File: config.mk
export PLATFORM = sky130hd
export DESIGN_NAME = version_string_parser
export DESIGN_NICKNAME = d
export VERILOG_FILES = /design/src/hw/rtl/vsp_pkg.sv /design/src/hw/rtl/vsp_front.sv /design/src/hw/rtl/vsp_queue.sv /design/src/hw/rtl/vsp_back.sv /design/src/hw/rtl/version_string_parser.sv
export VERILOG_INCLUDE_DIRS = /design/src /design/src/hw/rtl
export SDC_FILE = /design/constraint.sdc
export NUM_CORES = 1
export LEC_CHECK = 0
export ABC_AREA = 1
export BUFFER_PORTS_ARGS = -buffer_cell sky130_fd_sc_hd__buf_2
export CAP_MARGIN = 20
export CORE_MARGIN = 1
export CORE_UTILIZATION = 52
export DETAILED_ROUTE_END_ITERATION = 8
export GPL_TIMING_DRIVEN = 1
export PLACE_DENSITY = 0.68
export RECOVER_POWER = 50
export SLEW_MARGIN = 10
export SYNTH_ARGS = -nofsm -noshare
export SYNTH_HDL_FRONTEND = slang
export SYNTH_SLANG_ARGS = --single-unit
File: constraint.sdc
create_clock -name aclk -period 8.37 [get_ports aclk]
set_clock_uncertainty 0.05 [all_clocks]
set_input_delay 0.837 -clock aclk [delete_from_list [all_inputs] [get_ports aclk]]
set_output_delay 0.837 -clock aclk [all_outputs]
set_load 0.05 [all_outputs]
File: src/hw/rtl/version_string_parser_macros.svh
// Assertion macros shared by the version string parser modules.
`ifndef VERSION_STRING_PARSER_MACROS_SVH
`define VERSION_STRING_PARSER_MACROS_SVH

`ifndef NO_ASSERTIONS

// Same-cycle check: when ante holds, cons must hold.
`define VSP_ASSERT_NOW(label, clk, rstn, ante, cons, msg) \
    label: assert property (@(posedge clk) disable iff (!(rstn)) (ante) |-> (cons)) \
        else $error(msg);

// Next-cycle check: when ante holds, cons must hold in the following cycle.
`define VSP_ASSERT_NEXT(label, clk, rstn, ante, cons, msg) \
    label: assert property (@(posedge clk) disable iff (!(rstn)) (ante) |=> (cons)) \
        else $error(msg);

`else

`define VSP_ASSERT_NOW(label, clk, rstn, ante, cons, msg)
`define VSP_ASSERT_NEXT(label, clk, rstn, ante, cons, msg)

`endif

`endif

File: src/hw/rtl/vsp_pkg.sv
// Types, constants and codes shared by the version string parser.
package vsp_pkg;

    localparam int MAX_DIGITS_DEF = 32;
    localparam int QUEUE_DEPTH    = 4;

    localparam int ACC_W   = 63;
    localparam int FIELD_W = 31;
    localparam int TYPE_W  = 3;
    localparam int COUNT_W = 16;
    localparam int CHAR_W  = 8;

    // Build type codes
    localparam logic [TYPE_W-1:0] BT_UNKNOWN    = 3'd0;
    localparam logic [TYPE_W-1:0] BT_TEST       = 3'd1;
    localparam logic [TYPE_W-1:0] BT_DEBUG      = 3'd2;
    localparam logic [TYPE_W-1:0] BT_ALPHA      = 3'd3;
    localparam logic [TYPE_W-1:0] BT_BETA       = 3'd4;
    localparam logic [TYPE_W-1:0] BT_PRERELEASE = 3'd5;
    localparam logic [TYPE_W-1:0] BT_RELEASE    = 3'd6;

    // Character codes
    localparam logic [CHAR_W-1:0] CH_ZERO  = 8'h30;
    localparam logic [CHAR_W-1:0] CH_NINE  = 8'h39;
    localparam logic [CHAR_W-1:0] CH_T     = 8'h54;
    localparam logic [CHAR_W-1:0] CH_D     = 8'h44;
    localparam logic [CHAR_W-1:0] CH_A     = 8'h41;
    localparam logic [CHAR_W-1:0] CH_B     = 8'h42;
    localparam logic [CHAR_W-1:0] CH_P     = 8'h50;
    localparam logic [CHAR_W-1:0] CH_R     = 8'h52;
    localparam logic [CHAR_W-1:0] CH_DOT   = 8'h2E;
    localparam logic [CHAR_W-1:0] CH_DASH  = 8'h2D;
    localparam logic [CHAR_W-1:0] CH_SPACE = 8'h20;
    localparam logic [CHAR_W-1:0] CH_TAB   = 8'h09;
    localparam logic [CHAR_W-1:0] CH_NUL   = 8'h00;
    localparam logic [CHAR_W-1:0] CH_HASH  = 8'h23;
    localparam logic [CHAR_W-1:0] CH_CR    = 8'h0D;
    localparam logic [CHAR_W-1:0] CH_LF    = 8'h0A;
    localparam logic [CHAR_W-1:0] CH_RPAR  = 8'h29;

    typedef enum logic [2:0] {
        TK_DIGIT,
        TK_LETTER,
        TK_DOT,
        TK_DASH,
        TK_BLANK,
        TK_TERM,
        TK_ILLEGAL
    } tok_cls_t;

    typedef struct packed {
        tok_cls_t   cls;
        logic [3:0] val;   // digit value, or build type code for a letter
        logic       last;
    } token_t;

    typedef enum logic [2:0] {
        PH_MAJOR,
        PH_MINOR,
        PH_PATCH,
        PH_TYPE,
        PH_ID
    } phase_t;

endpackage

File: src/hw/rtl/vsp_front.sv
// Front end: accept characters and classify them into tokens.
module vsp_front
    import vsp_pkg::*;
(
    input  logic              aresetn,
    input  logic              s_valid,
    output logic              s_ready,
    input  logic [CHAR_W-1:0] s_character,
    input  logic              s_last,
    input  logic              q_full,
    output logic              q_push,
    output token_t            q_token
);

    logic [CHAR_W-1:0] digit_off;

    assign digit_off = s_character - CH_ZERO;
    assign s_ready   = aresetn && !q_full;
    assign q_push    = s_valid && s_ready;

    always_comb begin
        q_token.last = s_last;
        q_token.val  = 4'd0;
        if (s_character >= CH_ZERO && s_character <= CH_NINE) begin
            q_token.cls = TK_DIGIT;
            q_token.val = digit_off[3:0];
        end else begin
            unique case (s_character)
                CH_T:     begin q_token.cls = TK_LETTER; q_token.val = {1'b0, BT_TEST}; end
                CH_D:     begin q_token.cls = TK_LETTER; q_token.val = {1'b0, BT_DEBUG}; end
                CH_A:     begin q_token.cls = TK_LETTER; q_token.val = {1'b0, BT_ALPHA}; end
                CH_B:     begin q_token.cls = TK_LETTER; q_token.val = {1'b0, BT_BETA}; end
                CH_P:     begin
                    q_token.cls = TK_LETTER;
                    q_token.val = {1'b0, BT_PRERELEASE};
                end
                CH_R:     begin q_token.cls = TK_LETTER; q_token.val = {1'b0, BT_RELEASE}; end
                CH_DOT:   q_token.cls = TK_DOT;
                CH_DASH:  q_token.cls = TK_DASH;
                CH_SPACE: q_token.cls = TK_BLANK;
                CH_TAB:   q_token.cls = TK_BLANK;
                CH_NUL:   q_token.cls = TK_TERM;
                CH_HASH:  q_token.cls = TK_TERM;
                CH_CR:    q_token.cls = TK_TERM;
                CH_LF:    q_token.cls = TK_TERM;
                CH_RPAR:  q_token.cls = TK_TERM;
                default:  q_token.cls = TK_ILLEGAL;
            endcase
        end
    end

endmodule

File: src/hw/rtl/vsp_queue.sv
// Short token queue between the front end and the back end.
`include "version_string_parser_macros.svh"

module vsp_queue
    import vsp_pkg::*;
(
    input  logic   aclk,
    input  logic   aresetn,
    input  logic   push,
    input  token_t push_token,
    output logic   full,
    output logic   out_valid,
    input  logic   pop,
    output token_t out_token
);

    localparam int PW = $clog2(QUEUE_DEPTH);
    localparam int CW = $clog2(QUEUE_DEPTH + 1);

    token_t        mem [QUEUE_DEPTH];
    logic [PW-1:0] wr_ptr_reg, wr_ptr_next;
    logic [PW-1:0] rd_ptr_reg, rd_ptr_next;
    logic [CW-1:0] count_reg, count_next;

    assign full      = (count_reg == CW'(QUEUE_DEPTH));
    assign out_valid = (count_reg != '0);
    assign out_token = mem[rd_ptr_reg];

    always_comb begin
        wr_ptr_next = wr_ptr_reg;
        rd_ptr_next = rd_ptr_reg;
        count_next  = count_reg;
        if (push) begin
            wr_ptr_next = (wr_ptr_reg == PW'(QUEUE_DEPTH - 1)) ? '0 : wr_ptr_reg + 1'b1;
        end
        if (pop) begin
            rd_ptr_next = (rd_ptr_reg == PW'(QUEUE_DEPTH - 1)) ? '0 : rd_ptr_reg + 1'b1;
        end
        if (push && !pop) begin
            count_next = count_reg + 1'b1;
        end else if (pop && !push) begin
            count_next = count_reg - 1'b1;
        end
    end

    always_ff @(posedge aclk) begin
        if (!aresetn) begin
            wr_ptr_reg <= '0;
            rd_ptr_reg <= '0;
            count_reg  <= '0;
        end else begin
            wr_ptr_reg <= wr_ptr_next;
            rd_ptr_reg <= rd_ptr_next;
            count_reg  <= count_next;
        end
    end

    always_ff @(posedge aclk) begin
        if (push) begin
            mem[wr_ptr_reg] <= push_token;
        end
    end

    `VSP_ASSERT_NOW(a_count_bound, aclk, aresetn, 1'b1, count_reg <= CW'(QUEUE_DEPTH), "queue count above depth")
    `VSP_ASSERT_NEXT(a_count_up, aclk, aresetn, push && !pop, count_reg == CW'($past(count_reg) + 1'b1), "queue count missed a push")
    `VSP_ASSERT_NEXT(a_count_down, aclk, aresetn, pop && !push, count_reg == CW'($past(count_reg) - 1'b1), "queue count missed a pop")

endmodule

File: src/hw/rtl/vsp_back.sv
// Back end: field state, decimal accumulation and the result register.
`include "version_string_parser_macros.svh"

module vsp_back
    import vsp_pkg::*;
#(
    parameter int MAX_DIGITS = MAX_DIGITS_DEF
) (
    input  logic               aclk,
    input  logic               aresetn,
    input  logic               tok_valid,
    input  token_t             tok,
    output logic               tok_pop,
    output logic               m_valid,
    input  logic               m_ready,
    output logic               m_status,
    output logic [FIELD_W-1:0] m_major,
    output logic [FIELD_W-1:0] m_minor,
    output logic [FIELD_W-1:0] m_patch,
    output logic [TYPE_W-1:0]  m_build_type,
    output logic [ACC_W-1:0]   m_build_id,
    output logic [COUNT_W-1:0] m_consumed
);

    localparam int DCW  = $clog2(MAX_DIGITS + 1);
    localparam int EXTW = ACC_W + 4;

    phase_t             phase_reg, phase_next;
    logic [DCW-1:0]     dc_reg, dc_next;
    logic [ACC_W-1:0]   acc_reg, acc_next;
    logic [FIELD_W-1:0] major_reg, major_next;
    logic [FIELD_W-1:0] minor_reg, minor_next;
    logic [FIELD_W-1:0] patch_reg, patch_next;
    logic [TYPE_W-1:0]  type_reg, type_next;
    logic [COUNT_W-1:0] cnt_reg, cnt_next;
    logic               skipping_reg, skipping_next;

    logic               m_valid_reg;
    logic               status_reg;
    logic [FIELD_W-1:0] o_major_reg, o_minor_reg, o_patch_reg;
    logic [TYPE_W-1:0]  o_type_reg;
    logic [ACC_W-1:0]   o_id_reg;
    logic [COUNT_W-1:0] o_cnt_reg;

    logic               res_fire;
    logic               r_status;
    logic [FIELD_W-1:0] r_major, r_minor, r_patch;
    logic [TYPE_W-1:0]  r_type;
    logic [ACC_W-1:0]   r_id;
    logic [COUNT_W-1:0] r_cnt;

    logic [EXTW-1:0]    acc_ext, acc_times10;
    logic [ACC_W-1:0]   acc_digit;
    logic [FIELD_W-1:0] acc_sat31;

    // acc*10 + d, saturated at the 63-bit maximum
    assign acc_ext     = {4'd0, acc_reg};
    assign acc_times10 = (acc_ext << 3) + (acc_ext << 1) + EXTW'(tok.val);
    assign acc_digit   = (acc_times10[EXTW-1:ACC_W] != '0) ? '1 : acc_times10[ACC_W-1:0];
    assign acc_sat31   = (acc_reg[ACC_W-1:FIELD_W] != '0) ? '1 : acc_reg[FIELD_W-1:0];

    assign tok_pop = tok_valid && (!m_valid_reg || m_ready);

    always_comb begin
        logic fail;
        logic ended;
        phase_t             w_phase;
        logic [DCW-1:0]     w_dc;
        logic [ACC_W-1:0]   w_acc;
        logic [FIELD_W-1:0] w_major, w_minor, w_patch;
        logic [TYPE_W-1:0]  w_type;
        logic [COUNT_W-1:0] w_cnt;
        logic               count_one;

        fail      = 1'b0;
        ended     = 1'b0;
        count_one = 1'b0;
        w_phase   = phase_reg;
        w_dc      = dc_reg;
        w_acc     = acc_reg;
        w_major   = major_reg;
        w_minor   = minor_reg;
        w_patch   = patch_reg;
        w_type    = type_reg;
        w_cnt     = cnt_reg;

        res_fire = 1'b0;
        r_status = 1'b0;
        r_major  = '0;
        r_minor  = '0;
        r_patch  = '0;
        r_type   = BT_UNKNOWN;
        r_id     = '0;
        r_cnt    = '0;

        phase_next    = phase_reg;
        dc_next       = dc_reg;
        acc_next      = acc_reg;
        major_next    = major_reg;
        minor_next    = minor_reg;
        patch_next    = patch_reg;
        type_next     = type_reg;
        cnt_next      = cnt_reg;
        skipping_next = skipping_reg;

        if (tok_pop && !skipping_reg) begin
            unique case (tok.cls)
                TK_DIGIT: begin
                    if (dc_reg >= DCW'(MAX_DIGITS)) begin
                        fail = 1'b1;
                    end else begin
                        w_acc     = acc_digit;
                        w_dc      = dc_reg + 1'b1;
                        count_one = 1'b1;
                    end
                end
                TK_LETTER: begin
                    if (phase_reg != PH_TYPE) begin
                        fail = 1'b1;
                    end else begin
                        w_type    = tok.val[TYPE_W-1:0];
                        w_phase   = PH_ID;
                        count_one = 1'b1;
                    end
                end
                TK_DOT: begin
                    if (dc_reg == '0 || phase_reg == PH_TYPE || phase_reg == PH_ID) begin
                        fail = 1'b1;
                    end else begin
                        unique case (phase_reg)
                            PH_MAJOR: begin w_major = acc_sat31; w_phase = PH_MINOR; end
                            PH_MINOR: begin w_minor = acc_sat31; w_phase = PH_PATCH; end
                            default:  begin w_patch = acc_sat31; w_phase = PH_TYPE; end
                        endcase
                        w_acc     = '0;
                        w_dc      = '0;
                        count_one = 1'b1;
                    end
                end
                TK_DASH: begin
                    if (phase_reg != PH_PATCH) begin
                        fail = 1'b1;
                    end else begin
                        w_patch   = acc_sat31;
                        w_acc     = '0;
                        w_dc      = '0;
                        w_phase   = PH_TYPE;
                        count_one = 1'b1;
                    end
                end
                TK_BLANK: begin
                    if (phase_reg == PH_MAJOR && dc_reg == '0) begin
                        count_one = 1'b1;
                    end else begin
                        ended = 1'b1;
                    end
                end
                TK_TERM: ended = 1'b1;
                default: fail = 1'b1;
            endcase

            if (count_one && cnt_reg != '1) begin
                w_cnt = cnt_reg + 1'b1;
            end
            if (!fail && !ended && tok.last) begin
                ended = 1'b1;
            end
            // a string with no major digit is an error
            if (ended && w_phase == PH_MAJOR && w_dc == '0) begin
                ended = 1'b0;
                fail  = 1'b1;
            end

            res_fire = fail || ended;
            if (fail) begin
                r_status = 1'b1;
            end else begin
                r_major = w_major;
                r_minor = w_minor;
                r_patch = w_patch;
                r_cnt   = w_cnt;
                unique case (w_phase)
                    PH_MAJOR: r_major = (w_acc[ACC_W-1:FIELD_W] != '0) ? '1 : w_acc[FIELD_W-1:0];
                    PH_MINOR: r_minor = (w_acc[ACC_W-1:FIELD_W] != '0) ? '1 : w_acc[FIELD_W-1:0];
                    PH_PATCH: r_patch = (w_acc[ACC_W-1:FIELD_W] != '0) ? '1 : w_acc[FIELD_W-1:0];
                    PH_ID: begin
                        r_type = w_type;
                        r_id   = w_acc;
                    end
                    default: ;
                endcase
            end

            phase_next = w_phase;
            dc_next    = w_dc;
            acc_next   = w_acc;
            major_next = w_major;
            minor_next = w_minor;
            patch_next = w_patch;
            type_next  = w_type;
            cnt_next   = w_cnt;
            if (res_fire && !tok.last) begin
                skipping_next = 1'b1;
            end
        end

        // the last byte of a buffer always starts over
        if (tok_pop && tok.last) begin
            phase_next    = PH_MAJOR;
            dc_next       = '0;
            acc_next      = '0;
            major_next    = '0;
            minor_next    = '0;
            patch_next    = '0;
            type_next     = BT_UNKNOWN;
            cnt_next      = '0;
            skipping_next = 1'b0;
        end
    end

    always_ff @(posedge aclk) begin
        if (!aresetn) begin
            phase_reg    <= PH_MAJOR;
            dc_reg       <= '0;
            acc_reg      <= '0;
            major_reg    <= '0;
            minor_reg    <= '0;
            patch_reg    <= '0;
            type_reg     <= BT_UNKNOWN;
            cnt_reg      <= '0;
            skipping_reg <= 1'b0;
        end else begin
            phase_reg    <= phase_next;
            dc_reg       <= dc_next;
            acc_reg      <= acc_next;
            major_reg    <= major_next;
            minor_reg    <= minor_next;
            patch_reg    <= patch_next;
            type_reg     <= type_next;
            cnt_reg      <= cnt_next;
            skipping_reg <= skipping_next;
        end
    end

    always_ff @(posedge aclk) begin
        if (!aresetn) begin
            m_valid_reg <= 1'b0;
        end else if (res_fire) begin
            m_valid_reg <= 1'b1;
        end else if (m_ready) begin
            m_valid_reg <= 1'b0;
        end
    end

    always_ff @(posedge aclk) begin
        if (res_fire) begin
            status_reg  <= r_status;
            o_major_reg <= r_major;
            o_minor_reg <= r_minor;
            o_patch_reg <= r_patch;
            o_type_reg  <= r_type;
            o_id_reg    <= r_id;
            o_cnt_reg   <= r_cnt;
        end
    end

    assign m_valid      = m_valid_reg;
    assign m_status     = status_reg;
    assign m_major      = o_major_reg;
    assign m_minor      = o_minor_reg;
    assign m_patch      = o_patch_reg;
    assign m_build_type = o_type_reg;
    assign m_build_id   = o_id_reg;
    assign m_consumed   = o_cnt_reg;

    `VSP_ASSERT_NOW(a_slot_free, aclk, aresetn, res_fire, !m_valid_reg || m_ready, "result overwrote a pending result")
    `VSP_ASSERT_NEXT(a_last_clears, aclk, aresetn, tok_pop && tok.last, !skipping_reg && phase_reg == PH_MAJOR && dc_reg == '0 && cnt_reg == '0, "last byte did not clear state")
    `VSP_ASSERT_NOW(a_id_has_type, aclk, aresetn, phase_reg == PH_ID, type_reg != BT_UNKNOWN, "build id phase without a build type")

endmodule

File: src/hw/rtl/version_string_parser.sv
// Version string parser: one character per transaction in, one result per string out.
// A result passes through the token queue and then the result register before m_valid rises.
// Throughput: one character per cycle while the token queue is not full; classify is
// combinational in the front end, the back end does the multiply-by-ten accumulate per token,
// and a four-entry token queue absorbs output stalls.
// Reset: synchronous, active-low aresetn empties the queue, drops any result, clears field state.
module version_string_parser
    import vsp_pkg::*;
#(
    parameter int MAX_DIGITS = MAX_DIGITS_DEF
) (
    input  logic               aclk,
    input  logic               aresetn,
    // character channel
    input  logic               s_valid,
    output logic               s_ready,
    input  logic [CHAR_W-1:0]  s_character,
    input  logic               s_last,
    // result channel
    output logic               m_valid,
    input  logic               m_ready,
    output logic               m_status,
    output logic [FIELD_W-1:0] m_major,
    output logic [FIELD_W-1:0] m_minor,
    output logic [FIELD_W-1:0] m_patch,
    output logic [TYPE_W-1:0]  m_build_type,
    output logic [ACC_W-1:0]   m_build_id,
    output logic [COUNT_W-1:0] m_consumed
);

    // Front end to queue
    logic   q_push;
    logic   q_full;
    token_t q_in_token;

    // Queue to back end
    logic   q_valid;
    logic   q_pop;
    token_t q_out_token;

    // Classify each accepted character into a token; hold off while the queue is full.
    vsp_front u_front (
        .aresetn     (aresetn),
        .s_valid     (s_valid),
        .s_ready     (s_ready),
        .s_character (s_character),
        .s_last      (s_last),
        .q_full      (q_full),
        .q_push      (q_push),
        .q_token     (q_in_token)
    );

    // Buffer tokens so the input keeps flowing while a result waits to be taken.
    vsp_queue u_queue (
        .aclk       (aclk),
        .aresetn    (aresetn),
        .push       (q_push),
        .push_token (q_in_token),
        .full       (q_full),
        .out_valid  (q_valid),
        .pop        (q_pop),
        .out_token  (q_out_token)
    );

    // Advance field state one token per cycle while no result waits; register one per string.
    vsp_back #(
        .MAX_DIGITS (MAX_DIGITS)
    ) u_back (
        .aclk         (aclk),
        .aresetn      (aresetn),
        .tok_valid    (q_valid),
        .tok          (q_out_token),
        .tok_pop      (q_pop),
        .m_valid      (m_valid),
        .m_ready      (m_ready),
        .m_status     (m_status),
        .m_major      (m_major),
        .m_minor      (m_minor),
        .m_patch      (m_patch),
        .m_build_type (m_build_type),
        .m_build_id   (m_build_id),
        .m_consumed   (m_consumed)
    );

endmodule
==> impl_metrics.yaml, run 1 <==
clocking:
  cts_buffer_depth: 3
  cts_hold_buf: 0
  cts_setup_buffers: 0
  cts.clk_slew.worst_paths_ps: 60
  cts_htree_levels: 2
  cts-root-buf: "clkbuf_16"
  cts_resized: 0
  numCtsBuffers: 44
  clock_sinks: 403
  tritoncts: "yes"
  insertion_delay_ps: 590
detailed_routing:
  ant_nets: 0
  viasPerCell: 5.25
  wire_per_inst_um: 16.0
  vias: 24000
  drc: 0
  drtIter0Drc: 2120
  routed_wl_um: 73000
  drtPass1Iterations: 6
synthesis:
  synthCells: 3753
  ys_seq_area_share_pct: 39.1
  synth_area_leader_cell: "edfxtp_1"
  syn_area_per_cell_um2: 6.92
  synth_top_area_share_pct: 24.0
  synthArstFlopShare_pct: 0
  ys_seq_elements: 403
  yosys_warnings: 0
  synth_area_leaders: "edfxtp_1 (24%), dfxtp_1 (15%), nand2_1 (15%)"
  yosysMostFrequentCell: "nand2_1"
  synthTopCellsByCount: "nand2_1 (1,017), inv_1 (682), nor2_1 (380)"
  syn_nets: 3903
  synth_area_mm2: 0.0260
  synth_cell_type_count: 50
  synth-edff-count: 208
  ys.flop_type: "edfxtp_1"
floorplan:
  rows: 81
  start_util_pct: 52.9
  die_area_mm2: 0.0509
  dieHeight_um: 226
  io_pins: 191
  dieWidth_um: 226
  core_mm2: 0.0492
sta:
  rsz0062_at_grt: "no"
  finalSetupTns_ps: 0
  fmax_mhz: 153
  setup-violations-final: 0
  max_slew_margin_pct: -96.0
  post-route-period-util_pct: 77.9
  tightest_slew_ps: 2940
  period_needed_ps: 6520
  hold_viol_final: 0
  slew_viol_final: 206
place:
  port_buffers: 190
  gp_congestion: 1.06
  post-dp-hpwl_um: 53300
global_route:
  antenna_found_initial: 0
  grt_pass1_vias: 22100
  globalRouteTotalUtil_pct: 29.0
  grt_max_degree: 123
  grt_pass1_wl_um: 117000
  grt-ovfl-total: 0
setup_path:
  worst-path-max-fanout: 59
  cp.arrival_ps: 6850
  required_ps: 8700
  cp-start-kind: "flop"
  endpoint_kind: "flop"
  worstSetupPathType: "reg -> reg"
run:
  cap_violations: 4
layout:
  diodes: 0
  syn_to_final_growth_pct: 10.2
  nets: 4014
  nFillCells: 4891
  drive_above_1_share_pct: 4.18
worst_hold_path:
  hp-class: "reg -> reg"
run_status:
  violations: "capacitance limit, slew limit"
  outcome: "finished with violations"
cell usage in the layout, fill, tap and decap left out, drive strengths merged, types with 2 or more instances in the layout:
cell and instances:
clkbuf 241, nand3 210, clkinvlp 2, o21bai 27, edfxtp 208, o21ai 225
and2 3, ha 134, xnor2 31, inv 711, o22ai 5, dfxtp 195
nand2 1025, a21o 3, nor2 392, nand3b 13, o211ai 80, xor2 12
bufinv 4, a21oi 223, a31oi 24, mux2i 2, a32o 2, nand4 16
fa 3, buf 31, nor3 34, clkinv 18, nor4 16
worst max-delay path: stages, from the launching register on:
cell and delay, ps:
dfxtp_1 620, inv_1 350, nand2_1 160, nand3_1 130
nand2_1 150, nand2_1 190, nor2_1 250, nand2_1 80
o21ai_0 240, nor2_1 150, inv_1 90, nor2_1 60
inv_1 90, o21ai_0 100, o21ai_0 220, clkinvlp_2 1980
buf_4 1110, a21oi_1 220, nor2_1 50
cell type report:
cell class / count / area [um^2] / area share, %
clock inverters: 25 / 278 / 0.971
multi-input cells: 2490 / 12500 / 43.6
inverters: 710 / 2670 / 9.33
well taps: 664 / 831 / 2.90
clock buffers: 57 / 1260 / 4.42
flip-flops and latches: 403 / 10100 / 35.5
repair buffers: 215 / 946 / 3.31
path summary, 6_finish.rpt:
check | from | to | slack [ps] | cells past startpoint
setup / recovery | flop | u_back.skipping_reg | 1850 | 18
hold / removal | u_back.cnt_reg[10] | u_back.cnt_reg[10] | 420 | 2
setup reg to reg | flop | u_back.skipping_reg | 1850 | 18
hold reg to reg | u_back.cnt_reg[10] | u_back.cnt_reg[10] | 420 | 2
layer usage:
metal  routed length (um)  global-route usage, %
met5                    0                      0
met4                 2010                   9.11
met3                 4680                   4.46
met2                32700                   45.9
met1                33600                   40.6
stage by stage:
stage / setup slack (ps) / cells / instance area [um^2] / utilization, % / hold WS [ps]
after floorplan: 2320 / 3753 / 26000 / - / 387
after global placement: 1990 / 4480 / 27300 / 55.5 / 405
after detailed placement: 1860 / 4480 / 27300 / 55.5 / 414
after CTS: 1850 / 4562 / 28800 / 58.7 / 412
after global routing: 1150 / 4564 / 28600 / 58.2 / 442
final: 1850 / 4564 / 28600 / 58.2 / 419
cells by family (layout without fill, tap and decap cells):
| logic type | Yosys count | after routing | synth area share [%] |
|---|---|---|---|
| AOI/OAI and AO/OA | 598 | 598 | 12.9 |
| DFF | 403 | 403 | 39.1 |
| xor gates and xnor gates | 43 | 43 | 1.45 |
| muxes | 2 | 2 | 0.0771 |
| buffers and inverters | 860 | 1007 | 13.1 |
| and+or+nand+nor | 1710 | 1710 | 26.7 |
| adders and majority gates | 137 | 137 | 6.68 |
Power of run 1 is left out: the tool's default activity adds up to more than one toggle a clock period on the data nets, which glitch-free logic cannot reach.
==> run 2: changes to the inputs <==
--- a/config.mk
+++ b/config.mk
@@ -13,7 +13,7 @@
 export CORE_UTILIZATION = 52
 export DETAILED_ROUTE_END_ITERATION = 8
 export GPL_TIMING_DRIVEN = 1
-export PLACE_DENSITY = 0.68
+export PLACE_DENSITY = 0.71
 export RECOVER_POWER = 50
 export SLEW_MARGIN = 10
 export SYNTH_ARGS = -nofsm -noshare
==> constraint.sdc (replaced) <==
create_clock -name aclk -period 5.92 [get_ports aclk]
set_clock_uncertainty 0.05 [all_clocks]
set_input_delay 0.592 -clock aclk [delete_from_list [all_inputs] [get_ports aclk]]
set_output_delay 0.592 -clock aclk [all_outputs]
set_load 0.05 [all_outputs]
==> impl_metrics.yaml, run 2 (same netlist as run 1, synthesis figures left out) <==
setup_path:
  path_delay_family: "simple AND/OR/NAND/NOR gates"
  slowest_delay_ps: 430
  required_ps: 6210
  path_buf_inv: 4
  cpMaxStageDelayCell: "nor2_4"
  crit_top_cell: "nand2_1"
  worst-path-max-fanout: 35
  cp.arrival_ps: 5810
  cp-start-kind: "flop"
  r2r_setup_slack_ps: 400
  worstSetupPathType: "reg -> reg"
  endpoint_kind: "flop"
sta:
  max_slew_margin_pct: -82.5
  slew_viol_final: 292
  hold_ws_ps: 251
  period_needed_ps: 5520
  post-route-period-util_pct: 93.3
  finalSetupTns_ps: 0
  hold_viol_final: 0
  rsz0062_at_grt: "no"
  tightest_slew_ps: 2740
  fmax_mhz: 181
  setup-violations-final: 0
global_route:
  grt_pass1_vias: 21400
  grt-ovfl-total: 0
  globalRouteTotalUtil_pct: 28.1
  antenna_found_initial: 0
  grt_pass1_wl_um: 113000
  grt_max_degree: 89
run_status:
  outcome: "finished with violations"
  violations: "capacitance limit, slew limit"
clocking:
  cts_setup_buffers: 0
  numCtsBuffers: 43
  cts_hold_buf: 0
  cts.clk_slew.worst_paths_ps: 60
  clock_sinks: 403
  cts-root-buf: "clkbuf_16"
  insertion_delay_ps: 600
  cts_htree_levels: 2
  cts_resized: 0
  cts_buffer_depth: 3
  tritoncts: "yes"
floorplan:
  rows: 81
  core_mm2: 0.0492
  start_util_pct: 52.9
  io_pins: 191
  dieWidth_um: 226
  dieHeight_um: 226
  die_area_mm2: 0.0509
worst_hold_path:
  hold_start: "m_ready"
  hp-class: "in -> reg"
run:
  cap_violations: 6
layout:
  nets: 4018
  layout_common_cells: "nand2_1 (1,016), inv_1 (685), nor2_1 (376)"
  diodes: 0
  syn_to_final_growth_pct: 9.81
  layout_commonest_cell: "nand2_1"
  nFillCells: 4774
  drive_above_1_share_pct: 3.97
detailed_routing:
  routed_wl_um: 72000
  drtPass1Iterations: 5
  ant_nets: 0
  vias: 24000
  wire_per_inst_um: 15.8
  viasPerCell: 5.26
  drc: 0
  drtIter0Drc: 2031
place:
  post-dp-hpwl_um: 52600
  port_buffers: 190
  gp_congestion: 1.02
## run 2: cell types whose count changed in the layout (fill, tap and decap cells not counted), moves of 3 or more
cell,before,now
clkinv_1,3,6
clkbuf_1,189,198
clkbuf_16,47,43
buf_12,2,5
clkinv_2,11,6
## run 2: path summary, 6_finish.rpt
kind | end | depth (start not counted)
hold / removal | u_back.m_valid | 4
setup / recovery | u_back.m_minor[29] | 31
hold reg to reg | u_back.cnt_reg[10] | 2
setup reg to reg | u_back.m_minor[29] | 31
## run 2: cell type report
cell class / count / area, um^2 / share of cell area (%)
multi-input combinational: 2490 / 12500 / 43.8
sequential: 403 / 10100 / 35.6
inverter: 710 / 2670 / 9.35
clock buffer: 59 / 1170 / 4.09
timing repair buffer: 220 / 995 / 3.49
tap: 664 / 831 / 2.91
clock inverter: 21 / 229 / 0.802
## run 2: worst reg2reg max path: cells and delay by family (launching register included)
kind            cells  cell delay, ps
flops               1             380
fa+ha+maj           3             910
buf+inv             4             810
compound gates      2             410
simple gates       22            2710
## run 2: metal layers
metal | track usage (%) | wire length [um]
met5 | 0 | 0
met4 | 9.08 | 2120
met3 | 3.90 | 4960
met1 | 39.3 | 32700
met2 | 44.6 | 32300
## run 2: per-stage QoR
step | instance area (um^2) | setup slack [ps] | instances | util [%]
3_5_place_dp | 27400 | 481 | 4487 | 55.7
3_3_place_gp | 27400 | 618 | 4487 | 55.7
6_report | 28500 | 397 | 4567 | 58.0
4_1_cts | 28800 | 475 | 4567 | 58.6
2_1_floorplan | 26000 | 114 | 3753 | -
5_1_grt | 28500 | 24.2 | 4567 | 58.0
Power of run 2 is left out for the same reason.
==> run 3: changes to the inputs <==
--- a/config.mk
+++ b/config.mk
@@ -11,9 +11,10 @@
 export CAP_MARGIN = 20
 export CORE_MARGIN = 1
 export CORE_UTILIZATION = 52
+export CTS_CLUSTER_SIZE = 8
 export DETAILED_ROUTE_END_ITERATION = 8
 export GPL_TIMING_DRIVEN = 1
-export PLACE_DENSITY = 0.71
+export PLACE_DENSITY = 0.72
 export RECOVER_POWER = 50
 export SLEW_MARGIN = 10
 export SYNTH_ARGS = -nofsm -noshare
==> constraint.sdc (replaced) <==
create_clock -name aclk -period 6.5 [get_ports aclk]
set_clock_uncertainty 0.05 [all_clocks]
set_input_delay 0.65 -clock aclk [delete_from_list [all_inputs] [get_ports aclk]]
set_output_delay 0.65 -clock aclk [all_outputs]
set_load 0.05 [all_outputs]
==> impl_metrics.yaml, run 3 (same netlist as run 1, synthesis figures left out) <==
run_status:
  outcome: "finished with violations"
  violations: "capacitance limit, slew limit"
worst_hold_path:
  hold_end: "u_back.m_valid"
  whs_path_depth: 4
  hp-class: "in -> reg"
  hold_start: "m_ready"
sta:
  rsz0062_at_grt: "no"
  hold_viol_final: 0
  finalSetupTns_ps: 0
  fmax_mhz: 169
  period_needed_ps: 5930
  max_slew_margin_pct: -79.4
  post-route-period-util_pct: 91.2
  slew_viol_final: 340
  tightest_slew_ps: 2690
  hold_ws_ps: 293
  setup-violations-final: 0
detailed_routing:
  vias: 24200
  wire_per_inst_um: 15.8
  drtPass1Iterations: 7
  drtIter0Drc: 2184
  viasPerCell: 5.27
  ant_nets: 0
  routed_wl_um: 72600
  drc: 0
setup_path:
  slowest_delay_ps: 650
  endpoint_kind: "flop"
  cp-start-kind: "flop"
  reg2regPathDepth: 30
  cp.arrival_ps: 6230
  cpMaxStageDelayCell: "dfxtp_1"
  worstSetupPathType: "reg -> reg"
  r2r_setup_slack_ps: 570
  reg2reg_to: "u_back.m_major[29]"
  crit_top_cell: "nand2_1"
  required_ps: 6810
  worst-path-max-fanout: 34
global_route:
  grt_pass1_wl_um: 115000
  grt_util_met2_pct: 45.2
  antenna_found_initial: 2
  globalRouteTotalUtil_pct: 28.4
  grt_use_met1_pct: 39.0
  top_usage_layer: "met2"
  grt_pass1_vias: 22000
  grt_max_degree: 101
  grtUsageMet3_pct: 4.72
  grt-ovfl-total: 0
place:
  post-dp-hpwl_um: 52600
  port_buffers: 190
  gp_congestion: 1.02
  dp_cells: 4488
clocking:
  cts.clk_slew.worst_paths_ps: 50
  insertion_delay_ps: 630
  cts_buffer_depth: 3
  clock_sinks: 403
  numCtsBuffers: 56
  tritoncts: "yes"
  cts-root-buf: "clkbuf_16"
  cts_htree_levels: 2
  cts_resized: 0
  cts_hold_buf: 0
  cts_setup_buffers: 0
floorplan:
  rows: 81
  core_mm2: 0.0492
  io_pins: 191
  start_util_pct: 52.9
  die_area_mm2: 0.0509
  dieHeight_um: 226
  dieWidth_um: 226
layout:
  layout_commonest_cell: "nand2_1"
  layout_common_cells: "nand2_1 (1,016), inv_1 (684), nor2_1 (377)"
  multi_input_area_mm2: 0.0125
  drive_above_1_share_pct: 3.87
  diodes: 0
  stdcell_count: 4588
  syn_to_final_growth_pct: 10.5
  nets: 4032
  register_area_mm2: 0.0101
  nFillCells: 4814
run:
  cap_violations: 5
[run 3: layout make-up]
class	count	share of cell area [%]
Sequential cell	403	35.4
Clock buffer	96	5.40
Inverter	710	9.30
Tap cell	664	2.89
Timing Repair Buffer	221	3.36
Multi-Input combinational cell	2490	43.5
Clock inverter	4	0.209
[run 3: per-layer routing]
metal | wire, um | up-vias
li1 | - | 12200
met1 | 32400 | 11000
met2 | 32800 | 806
met3 | 5350 | 129
met4 | 2080 | 0
met5 | 0 | -
[run 3: worst max-delay path by stage]
stage | startpoint | endpoint
2_1_floorplan | m_ready | u_back.m_build_id[0]
3_3_place_gp | flop | u_back.m_patch[29]
3_5_place_dp | flop | u_back.m_patch[27]
4_1_cts | flop | u_back.m_major[29]
5_1_grt | flop | u_back.m_patch[29]
6_report | flop | u_back.m_major[29]
[run 3: through the flow]
stage,util [%],setup WS (ps),cell area [um^2]
2_1_floorplan,-,636,26000
3_3_place_gp,55.7,775,27400
3_5_place_dp,55.7,644,27400
4_1_cts,59.0,634,29000
5_1_grt,58.4,20.0,28700
6_report,58.4,572,28700
[run 3: worst max-delay path: cells and delay by family, from the launching register on]
kind	cells	cell delay [ps]
AND/OR/NAND/NOR	22	2800
adder cells (fa/ha/maj)	2	950
buffers and inverters	4	860
flip-flops	1	650
AO/OA/AOI/OAI	2	320
Power of run 3 is left out for the same reason.
